## src/rtl/core/rotation_matrix_to_zyx_euler_macros.svh

```systemverilog
// Assertion helpers for the Euler angle block.
`ifndef ROTATION_MATRIX_TO_ZYX_EULER_MACROS_SVH
`define ROTATION_MATRIX_TO_ZYX_EULER_MACROS_SVH

// Implication checked on every clock edge outside reset.
`define RMZ_ASSERT_IMPL(label, ante, cons) \
    label: assert property (@(posedge clk) disable iff (!rst_n) (ante) |-> (cons)) \
        else $error("assertion failed");

// Next-cycle implication.
`define RMZ_ASSERT_NEXT(label, ante, cons) \
    label: assert property (@(posedge clk) disable iff (!rst_n) (ante) |=> (cons)) \
        else $error("assertion failed");

`endif

```

## src/rtl/core/rmz_pkg.sv

```systemverilog
`timescale 1ns / 1ps
package rmz_pkg;
    localparam int CORDIC_STAGES_DEF = 16;
    localparam int ELEMENT_WIDTH_DEF = 16;
    localparam int ANG_W = 28;
    localparam int VEC_W = 36;
    localparam int OUT_W = 16;
    localparam logic signed [ANG_W-1:0] PI_Q = 28'sd52707179;
    localparam logic signed [ANG_W-1:0] HALF_PI_Q = 28'sd26353589;
    localparam logic signed [VEC_W-1:0] KINV_Q30 = 36'sd652032874;
    localparam int OUT_LIMIT = 25736;

    function automatic logic signed [ANG_W-1:0] atan_entry(input int i);
        logic signed [ANG_W-1:0] r;
        case (i)
            0: r = 28'sd13176795;
            1: r = 28'sd7778716;
            2: r = 28'sd4110060;
            3: r = 28'sd2086331;
            4: r = 28'sd1047214;
            5: r = 28'sd524117;
            6: r = 28'sd262123;
            7: r = 28'sd131069;
            default: r = (i < 25) ? (ANG_W'(1) <<< (24 - i)) : '0;
        endcase
        return r;
    endfunction

    function automatic logic [OUT_W-1:0] angle_out(input logic signed [ANG_W-1:0] z);
        logic signed [ANG_W-1:0] q;
        q = (z + ANG_W'(1024)) >>> 11;
        if (q > ANG_W'(OUT_LIMIT))
            q = ANG_W'(OUT_LIMIT);
        if (q < -ANG_W'(OUT_LIMIT))
            q = -ANG_W'(OUT_LIMIT);
        return q[OUT_W-1:0];
    endfunction
endpackage

```

## src/rtl/core/rmz_sincos.sv

```systemverilog
`timescale 1ns / 1ps
// Pipelined rotation CORDIC: cos/sin in Q.30 of a Q.24 angle.
module rmz_sincos #(
    parameter int STAGES = 16,
    parameter int SIDE_W = 8
) (
    input  logic clk,
    input  logic rst_n,
    input  logic en,
    input  logic in_valid,
    input  logic signed [rmz_pkg::ANG_W-1:0] z_in,
    input  logic [SIDE_W-1:0] side_in,
    output logic out_valid,
    output logic signed [rmz_pkg::VEC_W-1:0] cos_out,
    output logic signed [rmz_pkg::VEC_W-1:0] sin_out,
    output logic [SIDE_W-1:0] side_out
);
    import rmz_pkg::*;
    logic signed [VEC_W-1:0] x_reg [STAGES+1];
    logic signed [VEC_W-1:0] y_reg [STAGES+1];
    logic signed [ANG_W-1:0] z_reg [STAGES+1];
    logic neg_reg [STAGES+1];
    logic [SIDE_W-1:0] side_reg [STAGES+1];
    logic v_reg [STAGES+1];

    always_ff @(posedge clk or negedge rst_n)
    begin
        if (!rst_n)
        begin
            for (int i = 0; i <= STAGES; i++)
                v_reg[i] <= 1'b0;
        end
        else if (en)
        begin
            v_reg[0] <= in_valid;
            for (int i = 1; i <= STAGES; i++)
                v_reg[i] <= v_reg[i-1];
        end
    end

    always_ff @(posedge clk)
    begin
        if (en)
        begin
            side_reg[0] <= side_in;
            x_reg[0] <= KINV_Q30;
            y_reg[0] <= '0;
            if (z_in > HALF_PI_Q)
            begin
                z_reg[0] <= z_in - PI_Q;
                neg_reg[0] <= 1'b1;
            end
            else if (z_in < -HALF_PI_Q)
            begin
                z_reg[0] <= z_in + PI_Q;
                neg_reg[0] <= 1'b1;
            end
            else
            begin
                z_reg[0] <= z_in;
                neg_reg[0] <= 1'b0;
            end
            for (int i = 1; i <= STAGES; i++)
            begin
                side_reg[i] <= side_reg[i-1];
                neg_reg[i] <= neg_reg[i-1];
                if (z_reg[i-1] >= 0)
                begin
                    x_reg[i] <= x_reg[i-1] - (y_reg[i-1] >>> (i-1));
                    y_reg[i] <= y_reg[i-1] + (x_reg[i-1] >>> (i-1));
                    z_reg[i] <= z_reg[i-1] - atan_entry(i-1);
                end
                else
                begin
                    x_reg[i] <= x_reg[i-1] + (y_reg[i-1] >>> (i-1));
                    y_reg[i] <= y_reg[i-1] - (x_reg[i-1] >>> (i-1));
                    z_reg[i] <= z_reg[i-1] + atan_entry(i-1);
                end
            end
        end
    end

    assign out_valid = v_reg[STAGES];
    assign cos_out = neg_reg[STAGES] ? -x_reg[STAGES] : x_reg[STAGES];
    assign sin_out = neg_reg[STAGES] ? -y_reg[STAGES] : y_reg[STAGES];
    assign side_out = side_reg[STAGES];
endmodule

```

## config.mk

```make
export PLATFORM = sky130hd
export DESIGN_NAME = rmz_sincos
export DESIGN_NICKNAME = d
export VERILOG_FILES = /design/src/rtl/core/rotation_matrix_to_zyx_euler_macros.svh /design/src/rtl/core/rmz_pkg.sv /design/src/rtl/core/rmz_sincos.sv
export SDC_FILE = /design/constraint.sdc
export NUM_CORES = 2
export LEC_CHECK = 0
export BUFFER_PORTS_ARGS = -buffer_cell sky130_fd_sc_hd__buf_4
export CORE_MARGIN = 4
export CORE_UTILIZATION = 50
export CTS_CLUSTER_DIAMETER = 200
export CTS_CLUSTER_SIZE = 14
export DETAILED_ROUTE_END_ITERATION = 8
export MAX_ROUTING_LAYER = met4
export PLACE_DENSITY = 0.63
export RECOVER_POWER = 25
export SYNTH_ARGS = -nofsm -noshare
export SYNTH_HDL_FRONTEND = slang
export SYNTH_SLANG_ARGS = --single-unit
```

## constraint.sdc

```tcl
create_clock -name clk -period 14.5 [get_ports clk]
set_input_delay 0.725 -clock clk [delete_from_list [all_inputs] [get_ports clk]]
set_output_delay 0.725 -clock clk [all_outputs]
set_load 0.005 [all_outputs]
```

### Word level (Yosys, flattened, before mapping)

Memory sizes are Yosys's and may differ from the RTL's.
Index checks and enable logic that the tools add are counted.

| word-level totals | value |
|---|---|
| register bits | 17 |
| bits in writable memories | 1,853 |
| output and inout port bits | 81 |
| word-level logic and storage cells | 418 |
| memories | 5 |

Memories:

| name | depth | width | rd ports | clocked after Yosys merged registers in | wr ports | line | source |
|---|---|---|---|---|---|---|---|
| x_reg | 17 | 36 | 17 | 0 | 17 | rmz_sincos.sv:19 | `logic signed [VEC_W-1:0] x_reg [STAGES+1];` |
| y_reg | 17 | 36 | 17 | 0 | 17 | rmz_sincos.sv:20 | `logic signed [VEC_W-1:0] y_reg [STAGES+1];` |
| z_reg | 17 | 28 | 16 | 0 | 17 | rmz_sincos.sv:21 | `logic signed [ANG_W-1:0] z_reg [STAGES+1];` |
| side_reg | 17 | 8 | 17 | 0 | 17 | rmz_sincos.sv:23 | `logic [SIDE_W-1:0] side_reg [STAGES+1];` |
| neg_reg | 17 | 1 | 17 | 0 | 17 | rmz_sincos.sv:22 | `logic neg_reg [STAGES+1];` |

| cells by class | value |
|---|---|
| add/subtract/negate cells | 99 |
| magnitude comparators | 18 |
| mux-type cells | 227 |
| bitwise logic cells | 52 |

Operator list:

| operator | number |
|---|---|
| 28-bit 2-to-1 mux | 82 |
| 36-bit 2-to-1 mux | 34 |
| 28-bit adder | 16 |
| 28-bit by 1-bit greater-or-equal comparator with 1-bit output, second input constant | 16 |
| 28-bit subtractor | 16 |
| 1-bit 2-to-1 mux | 111 |
| 36-bit by 21-bit adder with 36-bit output | 2 |
| 36-bit by 22-bit adder with 36-bit output | 2 |
| 36-bit by 23-bit adder with 36-bit output | 2 |
| 36-bit by 24-bit adder with 36-bit output | 2 |
| 36-bit by 25-bit adder with 36-bit output | 2 |
| 36-bit by 26-bit adder with 36-bit output | 2 |
| 36-bit by 27-bit adder with 36-bit output | 2 |
| 36-bit by 28-bit adder with 36-bit output | 2 |
| 36-bit by 29-bit adder with 36-bit output | 2 |
| 36-bit by 30-bit adder with 36-bit output | 2 |
| 36-bit by 31-bit adder with 36-bit output | 2 |
| 36-bit by 32-bit adder with 36-bit output | 2 |
| 36-bit by 33-bit adder with 36-bit output | 2 |
| 36-bit by 34-bit adder with 36-bit output | 2 |
| 36-bit by 35-bit adder with 36-bit output | 2 |
| 36-bit negator | 2 |
| 36-bit by 21-bit subtractor with 36-bit output | 2 |
| 36-bit by 22-bit subtractor with 36-bit output | 2 |
| other kinds (20) | 85 |

### Depth between registers and ports, before layout

| logic depth | value |
|---|---|
| word-level depth | 7 |
| depth in mapped cells | 23 |

### Least setup slack after synthesis

No wires, ideal clock.

| path | value |
|---|---|
| path type | in2reg |
| start point | in z_in[12] (netlist bit) |
| end point | mem z_reg[0][27], data pin |
| setup time | 258 ps |
| arrival | 5,718 ps |
| slack | 8,524 ps |
| stages | 21 |
| buffers on the path | 0 |
| cells stage by stage | or4_1 -> a2111oi_0 -> o21bai_1 -> a31oi_1 -> nor2_1 -> o311ai_0 -> and2_1 -> nand2_1 -> inv_1 -> ha_1 -> a21o_1 -> a21oi_1 -> o31ai_1 -> o41a_1 -> a21o_1 -> o41a_1 -> a211oi_1 -> o21ai_0 -> a21oi_1 -> mux2i_1 -> a21oi_1 |

RTL lines:

| element | line | source |
|---|---|---|
| start, declared | rmz_sincos.sv:11 | `input logic signed [rmz_pkg::ANG_W-1:0] z_in,` |
| end, declared | rmz_sincos.sv:21 |  |

### Worst setup path after layout

| path | value |
|---|---|
| start point | in en |
| end point | reg v_reg[8] (netlist bit) |

RTL lines:

| element | line | source |
|---|---|---|
| start, declared | rmz_sincos.sv:9 | `input logic en,` |
| end signal, assigned by index | rmz_sincos.sv:37 | `v_reg[i] <= v_reg[i-1];` |
| end, declared | rmz_sincos.sv:24 | `logic v_reg [STAGES+1];` |

No word-level cell between the ends.

==> results.cfg <==
[clocking]
ctsRootBufferMaster = clkbuf_16
cts_setup_buffers = 0
h-tree-depth = 4
cts_buffers = 130
path_clk_slew_ps = 80
cts_tree = built
cts_num_sinks = 1575
insertion_delay_ps = 820
clk_path_buf_depth = 3

[route]
viasPerCell = 6.00
postRouteAntennaNets = 0
finalWirelength_um = 344000
drtIter0Drc = 7669
drc = 0
vias = 98500
wl_per_cell_um = 21.0
drt_pre_antenna_iters = 6

[logic_synthesis]
syn-cell-area_mm2 = 0.126
synth_edf_count = 1558
synth_area_per_cell_um2 = 9.76
ys_warn_count = 0
async_flop_share_pct = 1.08
synth_seq_area_share_pct = 37.3
synth_nets = 14400
synth_top_area_share_pct = 37.0
synth_area_leaders = edfxtp_1 37%, ha_1 13%, xnor2_1 8.8%
synthCells = 13000
synth_commonest_cells = 1558 x edfxtp_1, 1332 x ha_1, 1317 x a21oi_1
synth.most_common_cell = edfxtp_1
yosys.area.top_type = edfxtp_1
ys_seq_elements = 1575
yosys_most_used_dff = edfxtp_1
ys_types = 93

[sta]
slew_headroom_pct = -391
fmax_mhz = 120
tns_ps = 0
rsz0062_at_grt = false
setup_viol = 0
finalHoldViolations = 0
finalClockSkew_ps = 36.8
slew_violations = 312
min_period_over_period_pct = 57.5
finalCriticalPeriod_ps = 8330
worst_slew_pin_slew_ps = 7370

[global_route]
grt_start_max_net_pins = 158
grt_pass1_wl_um = 538000
grt_overflow_total = 0
grt_pass1_vias = 95400
grt.total_usage_pct = 26.3
antenna_found_initial = 6

[setup_path]
arrival_ps = 9010
slowest_delay_ps = 5140
endpoint_kind = flip-flop
start_kind = input port
critPathKind = in -> reg
cp_max_fo = 131
path_cells = buf_16, clkbuf_1, buf_4, buf_4, mux2_2
timing.critical_path.mode_cell = buf_4
crit_required_ps = 15180
slowest_stage = clkbuf_1
ff2ff_path_depth = 20

[outcome]
outcome = complete, but fails checks
violations = max-capacitance violations, max-slew violations

[placed_design]
post_dp_cell_area_mm2 = 0.131
dp_hpwl_um = 274000
gp_congestion = 0.970
io_buffers = 120

[floorplan]
die_h_um = 511
design.die.area_mm2 = 0.261
chipWidth_um = 511
initial_core_util_pct = 50.3
std_cell_rows = 184
core_area_mm2 = 0.251
ios = 121

[min_path]
whs_path_depth = 1
timing.hold.worst.class = in -> reg

[finish]
design_area_mm2 = 0.135
nNetsFinal = 14500
synthToLayoutAreaGrowth_pct = 6.49
drive_gt1_share_pct = 3.85
largest_reg_flops = 541

[run]
maxCapViolCount = 4
[worst max-delay path, delay by kind of cell]
kind | cells | cell delay [ps]
buf+inv | 4 | 7540
mux | 1 | 420
[path summary, 6_finish.rpt]
kind	from	end	slack, ps
setup / recovery	en	v_reg[8]$_DFFE_PN0P_	6170
hold / removal	side_in[4]	side_reg[0][4]$_DFFE_PP_	110
setup reg to reg	x_reg[6][11]$_DFFE_PP_	y_reg[7][35]$_DFFE_PP_	8270
hold reg to reg	side_reg[0][86]$_DFFE_PP_	side_reg[0][94]$_DFFE_PP_	400
max in group asynchronous	rst_n	v_reg[6]$_DFFE_PN0P_	13400
min in group asynchronous	rst_n	v_reg[14]$_DFFE_PN0P_	550
[cell families after synthesis]
| kind of cell | after synthesis | share of synthesized area [%] |
|---|---|---|
| simple gates | 3305 | 12.6 |
| flops | 1575 | 37.3 |
| buf+inv | 755 | 2.27 |
| mux | 118 | 0.991 |
| fa+ha+maj | 1379 | 13.9 |
| compound gates | 3897 | 19.5 |
| xor+xnor | 1925 | 13.4 |
| other cells | 1 | 0.00297 |
[per-layer routing]
metal	GRT usage, %	up-vias	wire length [µm]
li1	-	48200	-
met1	33.6	47300	151000
met2	44.6	2580	167000
met3	2.52	531	15700
met4	7.69	0	11100
met5	-	-	0
[layout by cell type (no fill, tap or decap), types with 77 or more instances in the layout]
cell and count:
a211oi_1 114, a21o_1 535, a21oi_1 1317, a31oi_1 103
and3_1 115, buf_4 162, clkbuf_16 133, edfxtp_1 1558
ha_1 1332, inv_1 521, nand2_1 742, nand2b_1 208
nand3_1 219, nor2_1 1016, nor2b_1 155, nor3_1 275
nor4_1 83, o21a_1 181, o21ai_0 728, o21bai_1 207
o31ai_1 160, o41ai_1 77, or3_1 122, xnor2_1 1273
xor2_1 651
[metrics by stage]
step                      hold WS (ps)  setup WS [ps]  utilization [%]  instances
after floorplan                    400           8520                -      13000
after global placement             401           6980             52.2      16300
after detailed placement           405           7010             52.2      16300
after CTS                         13.8           7870             53.6      16400
after global routing              62.2           5490             53.5      16400
final                              110           6170             53.5      16400
[cell type report]
type                    instances  area (µm²)
diodes                          2        5.00
clock buffers                 139        3350
clock inverters                12         150
fillers                     22400      117000
inverters                     529        1990
multi-input cells           10600       76300
flip-flops and latches       1575       47200
well taps                    3348        4190
repair buffers                180        1380
[timing repair]
item,CTS,global route
hold endpoints to repair,17,0
gates resized for setup,0,0
hold buffers,1,0
Power is left out: the tool's default activity adds up to more than one toggle a clock period on the data nets, which glitch-free logic cannot reach.
